## config.mk

```make
export PLATFORM = sky130hd
export DESIGN_NAME = stni_ram
export DESIGN_NICKNAME = d
export VERILOG_FILES = /design/src/hdl/assert_macros.svh /design/src/hdl/stni_ram.sv
export SDC_FILE = /design/constraint.sdc
export NUM_CORES = 1
export LEC_CHECK = 0
export BUFFER_PORTS_ARGS = -buffer_cell sky130_fd_sc_hd__buf_2
export CAP_MARGIN = 20
export CORE_ASPECT_RATIO = 0.8
export CORE_MARGIN = 1
export CORE_UTILIZATION = 30
export DETAILED_ROUTE_END_ITERATION = 6
export PLACE_DENSITY = 0.49
export SLEW_MARGIN = 40
export SYNTH_ARGS = -nofsm -noshare
export SYNTH_HDL_FRONTEND = slang
export SYNTH_SLANG_ARGS = --single-unit
```

## constraint.sdc

```tcl
create_clock -name clk -period 4.5 [get_ports clk]
set_input_delay 1.35 -clock clk [delete_from_list [all_inputs] [get_ports clk]]
set_output_delay 1.35 -clock clk [all_outputs]
set_load 0.01 [all_outputs]
```

## src/hdl/assert_macros.svh

```systemverilog
// assertion macros used by the table rtl
`ifndef ASSERT_MACROS_SVH
`define ASSERT_MACROS_SVH
`ifndef SYNTHESIS
// same-cycle implication
`define ASSERT_IMPLY(lbl, clk, rst, ante, cons) \
  lbl: assert property (@(posedge clk) disable iff (rst) (ante) |-> (cons)) \
    else $error("assertion failed");
// next-cycle implication
`define ASSERT_NEXT(lbl, clk, rst, ante, cons) \
  lbl: assert property (@(posedge clk) disable iff (rst) (ante) |=> (cons)) \
    else $error("assertion failed");
`else
`define ASSERT_IMPLY(lbl, clk, rst, ante, cons)
`define ASSERT_NEXT(lbl, clk, rst, ante, cons)
`endif
`endif

```

## src/hdl/stni_ram.sv

```systemverilog
// generic simple dual-port ram with registered read
`timescale 1ns / 1ps
module stni_ram #(
  parameter int WIDTH = 16,
  parameter int DEPTH = 32
) (
  input  logic                     clk,
  input  logic                     we,
  input  logic [$clog2(DEPTH)-1:0] waddr,
  input  logic [WIDTH-1:0]         wdata,
  input  logic                     re,
  input  logic [$clog2(DEPTH)-1:0] raddr,
  output logic [WIDTH-1:0]         rdata
);

  logic [WIDTH-1:0] mem [DEPTH];

  always_ff @(posedge clk) begin
    if (we) begin
      mem[waddr] <= wdata;
    end
    if (re) begin
      rdata <= mem[raddr];
    end
  end

endmodule
```

==> results of run 1 <==
-- critical path, cell delays in order --
cell,delay [ns]
buf_2,0.47
nand2b_1,0.63
buf_4,0.25
a21oi_1,0.05
a31oi_1,0.30
nand3_1,0.20
-- Yosys cell counts (3+ instances only) --
cell	instances	share of area (%)
mux2i_1	256	12
clkbuf_1	12	0.22
a31oi_1	16	0.48
buf_8	6	0.44
buf_2	19	0.46
nor3_1	16	0.39
buf_6	6	0.33
a21oi_1	32	0.77
nor2_1	33	0.60
a22oi_1	64	2.3
edfxtp_1	528	77
nand2_1	33	0.60
nand3_1	34	0.82
a22o_1	32	1.4
buf_4	19	0.69
nand3b_1	5	0.18
nand4_1	16	0.48
buf_12	5	0.48
or3b_2	3	0.13
-- metrics by stage --
| stage | utilization [%] | cell area, um^2 | power, mW | setup WS (ns) | std cells |
|---|---|---|---|---|---|
| floorplan | - | 20700 | 5.92 | 1.41 | 1143 |
| global placement | 32.6 | 22100 | 6.16 | 0.934 | 2084 |
| detailed placement | 32.6 | 22100 | 6.16 | 0.889 | 2084 |
| CTS | 34.8 | 23600 | 10.1 | 1.50 | 2172 |
| global route | 34.8 | 23600 | 10.3 | 1.41 | 2173 |
| finish | 34.8 | 23600 | 10.0 | 1.52 | 2174 |
-- cell usage in the layout, fill, tap and decap left out, drive strengths merged, types with 2 or more instances in the layout --
| cell type | n |
|---|---|
| a21oi | 32 |
| a22o | 32 |
| a22oi | 64 |
| a31oi | 16 |
| buf | 96 |
| bufinv | 2 |
| clkbuf | 64 |
| clkinv | 20 |
| edfxtp | 528 |
| mux2i | 256 |
| nand2 | 33 |
| nand2b | 2 |
| nand3 | 34 |
| nand3b | 5 |
| nand4 | 16 |
| nor2 | 34 |
| nor2b | 2 |
| nor3 | 16 |
| or3b | 3 |
-- metal layers --
layer | vias up | wire length, um | track usage, %
met4 | 2 | 640 | 2.37
met3 | 57 | 2870 | 2.89
met1 | 5484 | 26300 | 23.0
li1 | 4759 | - | -
met5 | - | 18 | 0
met2 | 253 | 21600 | 20.8
-- cells by family (layout without fill, tap and decap cells) --
family / Yosys count / after routing
simple gates: 148 / 148
mux: 256 / 256
compound gates: 144 / 144
buf+inv: 67 / 184
other cells: 0 / 1
flops: 528 / 528
-- area by class of cell --
class	count	area [um^2]	area share [%]
diodes	1	2.50	0.0106
clock buffers	64	1330	5.62
clock inverters	24	170	0.721
multi-input cells	548	4370	18.5
flip-flops and latches	528	15900	67.2
well taps	913	1140	4.84
repair buffers	96	716	3.03
-- report_power, final --
group	switching [mW]	internal, mW	total, mW
combinational	0.362	0.173	0.535
sequential	0.0278	5.49	5.52
clock	1.77	2.19	3.96
-- flip-flops by register name, summed over array words and instances, names as in the netlist --
signal  count
rdata      16
mem       512
-- path summary, 6_finish.rpt --
kind | startpoint | end | slack (ns) | depth (start not counted)
min reg2reg | mem[16][3] | rdata[3] | 0.68 | 4
min | mem[16][3] | rdata[3] | 0.68 | 4
max | raddr[3] | rdata[4] | 1.52 | 6
max reg2reg | mem[20][7] | rdata[7] | 2.83 | 4
==> impl_results.md, run 1 <==
* Status: finished clean
* #FFs+latches synth at 528
* H-tree levels at 2
* Largest net degree at the start of global routing at 69
* Number of enable flip-flop cells after synthesis at 528
* Final Hold Fails at 0
* Async S/R FF share, synth at 0%
* Chip Height at 237 um
* Wire length per cell at 23.7 um
* WP data arrival at 3.25 ns
* Worst-path clk slew at 0.06 ns
* Synth Area in Simple Gates at 3.46%
* DRT iter0 DRCs at 861
* Initial core utilization at 30.5%
* NumNets Final at 1253
* Syn Inst Count at 1143
* Total of max-cap violations at 0
* CTS root buf: clkbuf_16
* Prevailing post-synth register cell: edfxtp_1
* Remaining routing DRC violations at 0
* Skew-Pair Late Insertion Delay at 0.57 ns
* Multiplexer area fraction after synthesis at 12.4%
* I/O pins at 45
* Initial antenna violation count at 1
* Row cnt at 85
* Max Clk Rate at 335 MHz
* Post-route ant nets at 0
* CTS tree: built
* Syn nets at 1172
* P&R area growth vs syn at 14.0%
* Clk sinks at 528
* Pleak at 8.04 nW
* Layout cells sized above 1 at 15.3%
* Synthesized area per cell at 18.1 um^2
* FILL cells at 6431
* DRT Pass-1 Iters at 4
* Gr usage total at 14.6%
* Final GP Congestion at 0.745
* Main combinational cell family by area after synthesis: multiplexers
* Vias/cell at 4.86
* Xor and xnor fraction of the mapped netlist area at 0%
* Worst Tran Pin Value at 0.799 ns
* Die area at 70000 um^2
* Min Hold Slack at 0.684 ns
* Setup_tns at 0 ns
* Startpoint types: input port
* Horiz. Die Dim at 296 um
* Placeable Area at 67700 um^2
* Worst EP required at 4.77 ns
* Crit path kind: input port to register
* # setup viols final at 0
* Final Max Slew Viols at 0
* Vias in the first global route at 10400
* Adder-Cell Fraction of Synth Area at 0%
* Post-CTS sizing at 0
* Rel. slew slack at 46.7%
* Overflow after GRT at 0
* HP Class: register to register
* Worst-path fanout max at 19
* Warning count from the yosys run at 0
* Num CTS Buffers at 50
* Register area share after synthesis at 76.6%
* Clock Skew at 0.0145 ns
* Hold buffers post-CTS at 0
* Period minus WS final at 2.98 ns
* DR vias at 10600
* Pwr dens at 424 nW/um^2
* Setup crit end kind: register
* Max clock buf depth at 3
* RSZ-0062 raised after global routing: no
* Post-CTS Repair Setup Buffers at 0
* Synth unique cells at 25
* First-pass GRT wire length at 74200 um
* Detail Placement HPWL at 30700 um
* Peak VDD IR at 0.333 mV
* DRT Wirelength at 51500 um
* IO buf count at 44
* Post-synthesis cell area at 20700 um^2
* Synth Area in Compound Gates at 4.93%
* Period utilization at 66.3%
(Power assumes the default switching activity.)
==> run 2: changes to the inputs <==
Clock period 4.5 ns to 3.1 ns, I/O delays scaled along.
==> run 2 against run 1 <==
Against the previous run: register-to-register slack got worse by 1.3 ns; critical endpoint is now rdata[0]; final area rose by 1.1%; worst setup slack got worse by 0.67 ns; sequential power rose by 45%; utilization rose by 0.37 points; non-clock buffer count rose by 12; combinational power rose by 48%; largest cell class unchanged; worst hold slack improved by 0.0045 ns; via count rose by 1.1%; die area did not move; count of clock-buffer cells in the layout fell by 1; clock power rose by 54%; critical path type is now register to primary output.
==> impl_results.md, run 2 (synthesis results as in run 1) <==
* CP bufs+invs at 1 (-1)
* Remaining routing DRC violations at 0 (unchanged)
* IO buf count at 44 (unchanged)
* Initial antenna violation count at 0 (-1)
* Placement Setup Slack at 0.239 ns (-0.650 ns)
* HP Class: register to register
* Max reg flops at 512 (unchanged)
* Pwr dens at 625 nW/um^2 (+47%)
* Max clock buf depth at 3 (unchanged)
* Vias/cell at 4.88 (+0.49%)
* Worst EP required at 2.17 ns (-2.60 ns)
* Peak VDD IR at 0.431 mV (+29%)
* Clock Skew at 0.0145 ns (-0.00000410 ns)
* Post-route ant nets at 0 (unchanged)
* DRT iter0 DRCs at 969 (+13%)
* Post-CTS sizing at 0 (unchanged)
* Post-CTS Repair Setup Buffers at 0 (unchanged)
* RSZ-0062 raised after global routing: no
* Total of max-cap violations at 0 (unchanged)
* Worst Tran Pin Value at 0.668 ns (-0.132 ns)
* NumNets Final at 1267 (+1.1%)
* Final GP Congestion at 0.745 (+0.12%)
* Max Clk Rate at 444 MHz
* Critical Path Slowest Stage Cell: edfxtp_1
* Storage element area at 15900 um^2 (unchanged)
* Overflow after GRT at 0 (unchanged)
* WP data arrival at 1.32 ns (-1.93 ns)
* Row cnt at 85 (unchanged)
* Placed Instance Area at 22200 um^2 (+0.73%)
* # setup viols final at 0 (unchanged)
* Most frequent cells in the layout: edfxtp_1 (528), mux2i_1 (256), a22oi_1 (64)
* Rel. slew slack at 55.5% (+8.8 points)
* Initial core utilization at 30.5% (unchanged)
* FILL cells at 6389 (-0.65%)
* Hold buffers post-CTS at 0 (unchanged)
* P&R area growth vs syn at 15.2%
* Vias in the first global route at 10600 (+1.4%)
* Worst-path fanout max at 1 (-18)
* Setup crit end kind: primary output
* Horiz. Die Dim at 296 um (unchanged)
* Gr usage total at 14.6% (about the same)
* Skew-Pair Late Insertion Delay at 0.57 ns (about the same)
* Setup_tns at 0 ns (unchanged)
* Clk sinks at 528 (unchanged)
* Placeable Area at 67700 um^2 (unchanged)
* Biggest regs: mem x512, rdata x16
* Final Max Slew Viols at 0 (unchanged)
* I/O pins at 45 (unchanged)
* Status: finished clean
* Most common cell after layout, fill and taps aside: edfxtp_1
* Non-filler instance count after layout at 2188 (+0.64%)
* Detail Placement HPWL at 30300 um (-1.4%)
* Largest net degree at the start of global routing at 54 (-22%)
* CTS root buf: clkbuf_16
* Final instance area at 23800 um^2 (+1.1%)
* First-pass GRT wire length at 74600 um (+0.55%)
* Worst-path clk slew at 0.06 ns (about the same)
* H-tree levels at 2 (unchanged)
* Chip Height at 237 um (unchanged)
* DRT Wirelength at 51200 um (-0.63%)
* Die area at 70000 um^2 (unchanged)
* Final core utilization at 35.2% (+0.37 points)
* DRT Pass-1 Iters at 5 (+1)
* Slowest Stage Delay on Critical Path at 0.54 ns (-0.09 ns)
* Crit-path cells: buf_2
* Period utilization at 72.7%
* Setup ws final at 0.847 ns (-0.671 ns)
* # placed instances at 2097 (+0.62%)
* CP top delay family: flip-flops
* Crit path kind: register to primary output
* Multi-input logic area at 4370 um^2 (about the same)
* Pleak at 8.17 nW (+1.6%)
* Most flops, register: mem
* Ant diodes at 0 (-1)
* Num CTS Buffers at 52 (+4.0%)
* DR vias at 10700 (+1.1%)
* Final Hold Fails at 0 (unchanged)
* Layout cells sized above 1 at 15.8% (+0.53 points)
* Wire length per cell at 23.4 um (-1.3%)
* Startpoint types: register
* CTS tree: built
* Period minus WS final at 2.25 ns
[run 2: cell types whose count changed in the layout (fill, tap and decap cells not counted), moves of 2 or more]
cell,before,now
buf_4,44,52
clkinv_1,8,16
buf_12,7,12
clkinv_2,11,7
bufinv_16,2,5
clkbuf_1,13,10
clkbuf_16,51,53
[run 2: per-layer routing]
layer	part of all wire (%)	vias to the layer above	GRT usage, %	routed length, um
li1	-	4764	-	-
met1	51	5613	23.1	26300
met2	43	242	21.1	21900
met3	4.5	56	2.10	2300
met4	1.4	0	2.76	709
met5	0	-	0	0
[run 2: path summary, 6_finish.rpt]
path,cells past startpoint,start,slack (ns),endpoint
hold reg to reg,4,mem[16][7],0.69,rdata[7]
setup reg to reg,5,mem[0][3],1.55,rdata[3]
hold / removal,4,mem[16][7],0.69,rdata[7]
setup / recovery,1,rdata[0],0.85,rdata[0]
[run 2: layout make-up]
| class | count | share of cell area (%) |
|---|---|---|
| Clock buffer | 63 | 5.72 |
| Clock inverter | 28 | 1.03 |
| Tap cell | 913 | 4.79 |
| Timing Repair Buffer | 108 | 3.61 |
| Multi-Input combinational cell | 548 | 18.3 |
| Sequential cell | 528 | 66.5 |
[run 2: metrics by stage]
step	hold WS, ns	total power, mW
2_1_floorplan	0.629	8.60
3_5_place_dp	0.681	8.96
5_1_grt	0.714	15.4
3_3_place_gp	0.674	8.96
4_1_cts	0.692	15.0
6_report	0.688	14.9
[run 2: power by group]
group / leakage (nW) / internal (mW) / total [mW] / switching (mW)
Clock: 0.788 / 3.51 / 6.10 / 2.59
Sequential: 4.77 / 7.97 / 8.01 / 0.0411
Combinational: 2.61 / 0.265 / 0.791 / 0.526
Total: 8.17 / 11.7 / 14.9 / 3.15
==> run 3: changes to the inputs <==
Clock period 3.1 ns to 2.35 ns, I/O delays scaled along.
==> run 3 against run 2 <==
Against the previous run: total power increased by 33%; global-route usage down 0.059 points; final area rose by 2.7%; highest routed layer is now met5.
==> impl_results.md, run 3 (synthesis results as in run 1) <==
* Status: finished clean
* Critical path startpoint: rdata[6]
* CP top delay family: flip-flops
* RSZ-0062 raised after global routing: no
* Slowest Stage Delay on Critical Path at 0.54 ns (about the same)
* Placeable Area at 67700 um^2 (unchanged)
* Most frequent cells in the layout: edfxtp_1 (528), mux2i_1 (256), a22oi_1 (64)
* NumNets Final at 1287 (+1.6%)
* Die area at 70000 um^2 (unchanged)
* Horiz. Die Dim at 296 um (unchanged)
* Worst R2R End: rdata[5]
* CTS root buf: clkbuf_16
* Total power after layout at 19.8 mW (+33%)
* FILL cells at 6342 (-0.74%)
* Largest net degree at the start of global routing at 38 (-30%)
* Initial antenna violation count at 4 (+4)
* Overflow after GRT at 0 (unchanged)
* Crit path kind: register to primary output
* Crit-path cells: buf_2
* IO buf count at 44 (unchanged)
* Skew-Pair Late Insertion Delay at 0.57 ns (about the same)
* Worst Tran Pin Value at 0.718 ns (+0.0503 ns)
* Critical Path Slowest Stage Cell: edfxtp_1
* # setup viols final at 0 (unchanged)
* Chip Height at 237 um (unchanged)
* DRT iter0 DRCs at 929 (-4.1%)
* Initial core utilization at 30.5% (unchanged)
* Period utilization at 86.2%
* Post-route ant nets at 0 (unchanged)
* Max clock buf depth at 3 (unchanged)
* Layout cells sized above 1 at 17.5% (+1.6 points)
* CTS tree: built
* Setup crit end kind: primary output
* Ant diodes at 0 (unchanged)
* Most flops, register: mem
* Remaining routing DRC violations at 0 (unchanged)
* Hold Crit Endpoint: mem[19][1]
* HP Class: input port to register
* DRT Pass-1 Iters at 7 (+2)
* Num CTS Buffers at 50 (-3.8%)
* WP data arrival at 1.32 ns (about the same)
* Detail Placement HPWL at 32100 um (+5.9%)
* Most common cell after layout, fill and taps aside: edfxtp_1
* R2r startpoint: mem[7][5]
* DR vias at 10700 (+0.0094%)
* Clock Skew at 0.0169 ns (+0.00241 ns)
* CP bufs+invs at 1 (unchanged)
* Row cnt at 85 (unchanged)
* P&R area growth vs syn at 18.3%
* Peak VDD IR at 0.540 mV (+25%)
* Startpoint types: register
* Final Max Slew Viols at 0 (unchanged)
* Pwr dens at 810 nW/um^2 (+30%)
* Biggest regs: mem x512, rdata x16
* Min-delay src: wdata[1]
* Vias in the first global route at 10800 (+2.0%)
* Post-CTS sizing at 0 (unchanged)
* Final core utilization at 36.1% (+0.94 points)
* Worst-path clk slew at 0.06 ns (about the same)
* Total of max-cap violations at 0 (unchanged)
* Worst-path fanout max at 1 (unchanged)
* WHS Path Cells at 1 (-3)
* First-pass GRT wire length at 75000 um (+0.54%)
* Gr usage total at 14.6% (-0.059 points)
* Max reg flops at 512 (unchanged)
* I/O pins at 45 (unchanged)
* Final GP Congestion at 0.749 (+0.43%)
* Hold buffers post-CTS at 0 (unchanged)
* Max Clk Rate at 494 MHz
* Worst R2R Path Depth at 6 (+1)
* Worst EP required at 1.64 ns (-0.53 ns)
* Period minus WS final at 2.03 ns
* Vias/cell at 4.84 (-0.85%)
* Clk sinks at 528 (unchanged)
* Wire length per cell at 23.0 um (-1.9%)
* Rel. slew slack at 52.1% (-3.4 points)
* Final Hold Fails at 0 (unchanged)
* Pleak at 8.39 nW (+2.7%)
* H-tree levels at 2 (unchanged)
* DRT Wirelength at 50700 um (-1.0%)
* Post-CTS Repair Setup Buffers at 0 (unchanged)
* Flop2flop setup slack at 0.78 ns (-0.77 ns)
run 3: cell types whose count changed in the layout (fill, tap and decap cells not counted), sizes merged:
| cell | previous run | this run |
|---|---|---|
| buf | 108 | 130 |
| clkbuf | 63 | 64 |
| bufinv | 5 | 7 |
| clkinv | 23 | 14 |
| clkinvlp | 0 | 1 |
| inv | 0 | 2 |
run 3: stage by stage:
| stage | TNS [ns] | std cells | hold slack (ns) | area, um^2 | setup slack [ns] |
|---|---|---|---|---|---|
| after floorplan | -11.73 | 1143 | 0.629 | 20700 | -0.0950 |
| after global placement | -0.254 | 2119 | 0.655 | 22900 | -0.177 |
| after detailed placement | -0.250 | 2119 | 0.678 | 22900 | -0.171 |
| after CTS | 0 | 2207 | 0.638 | 24500 | 0.278 |
| after global routing | 0 | 2207 | 0.667 | 24500 | 0.290 |
| final | 0 | 2207 | 0.655 | 24500 | 0.325 |
run 3: worst max path at each step:
stage	to	slack (ns)	cells past startpoint
finish	rdata[6]	0.32	1
global route	rdata[6]	0.29	1
CTS	rdata[6]	0.28	1
detailed placement	rdata[5]	-0.17	8
global placement	rdata[5]	-0.18	8
floorplan	mem[12][0]	-0.1	3
run 3: power by group:
| group | internal [mW] | total (mW) | switching [mW] |
|---|---|---|---|
| sequential | 10.5 | 10.6 | 0.0576 |
| combinational | 0.411 | 1.10 | 0.694 |
| clock | 4.74 | 8.15 | 3.41 |
run 3: routing by layer:
layer	track usage, %	wire length, um	vias up
met5	0	29	-
met4	2.54	647	4
li1	-	-	4814
met2	21.0	21600	253
met1	22.9	25900	5541
met3	2.40	2440	64
run 3: area by class of cell:
type                    count  area, um^2  share of cell area, %
clock buffers              64        1330                   5.41
clock inverters            24         295                   1.21
multi-input cells         548        4370                   17.9
flip-flops and latches    528       15900                   64.8
well taps                 913        1140                   4.67
repair buffers            130        1490                   6.08
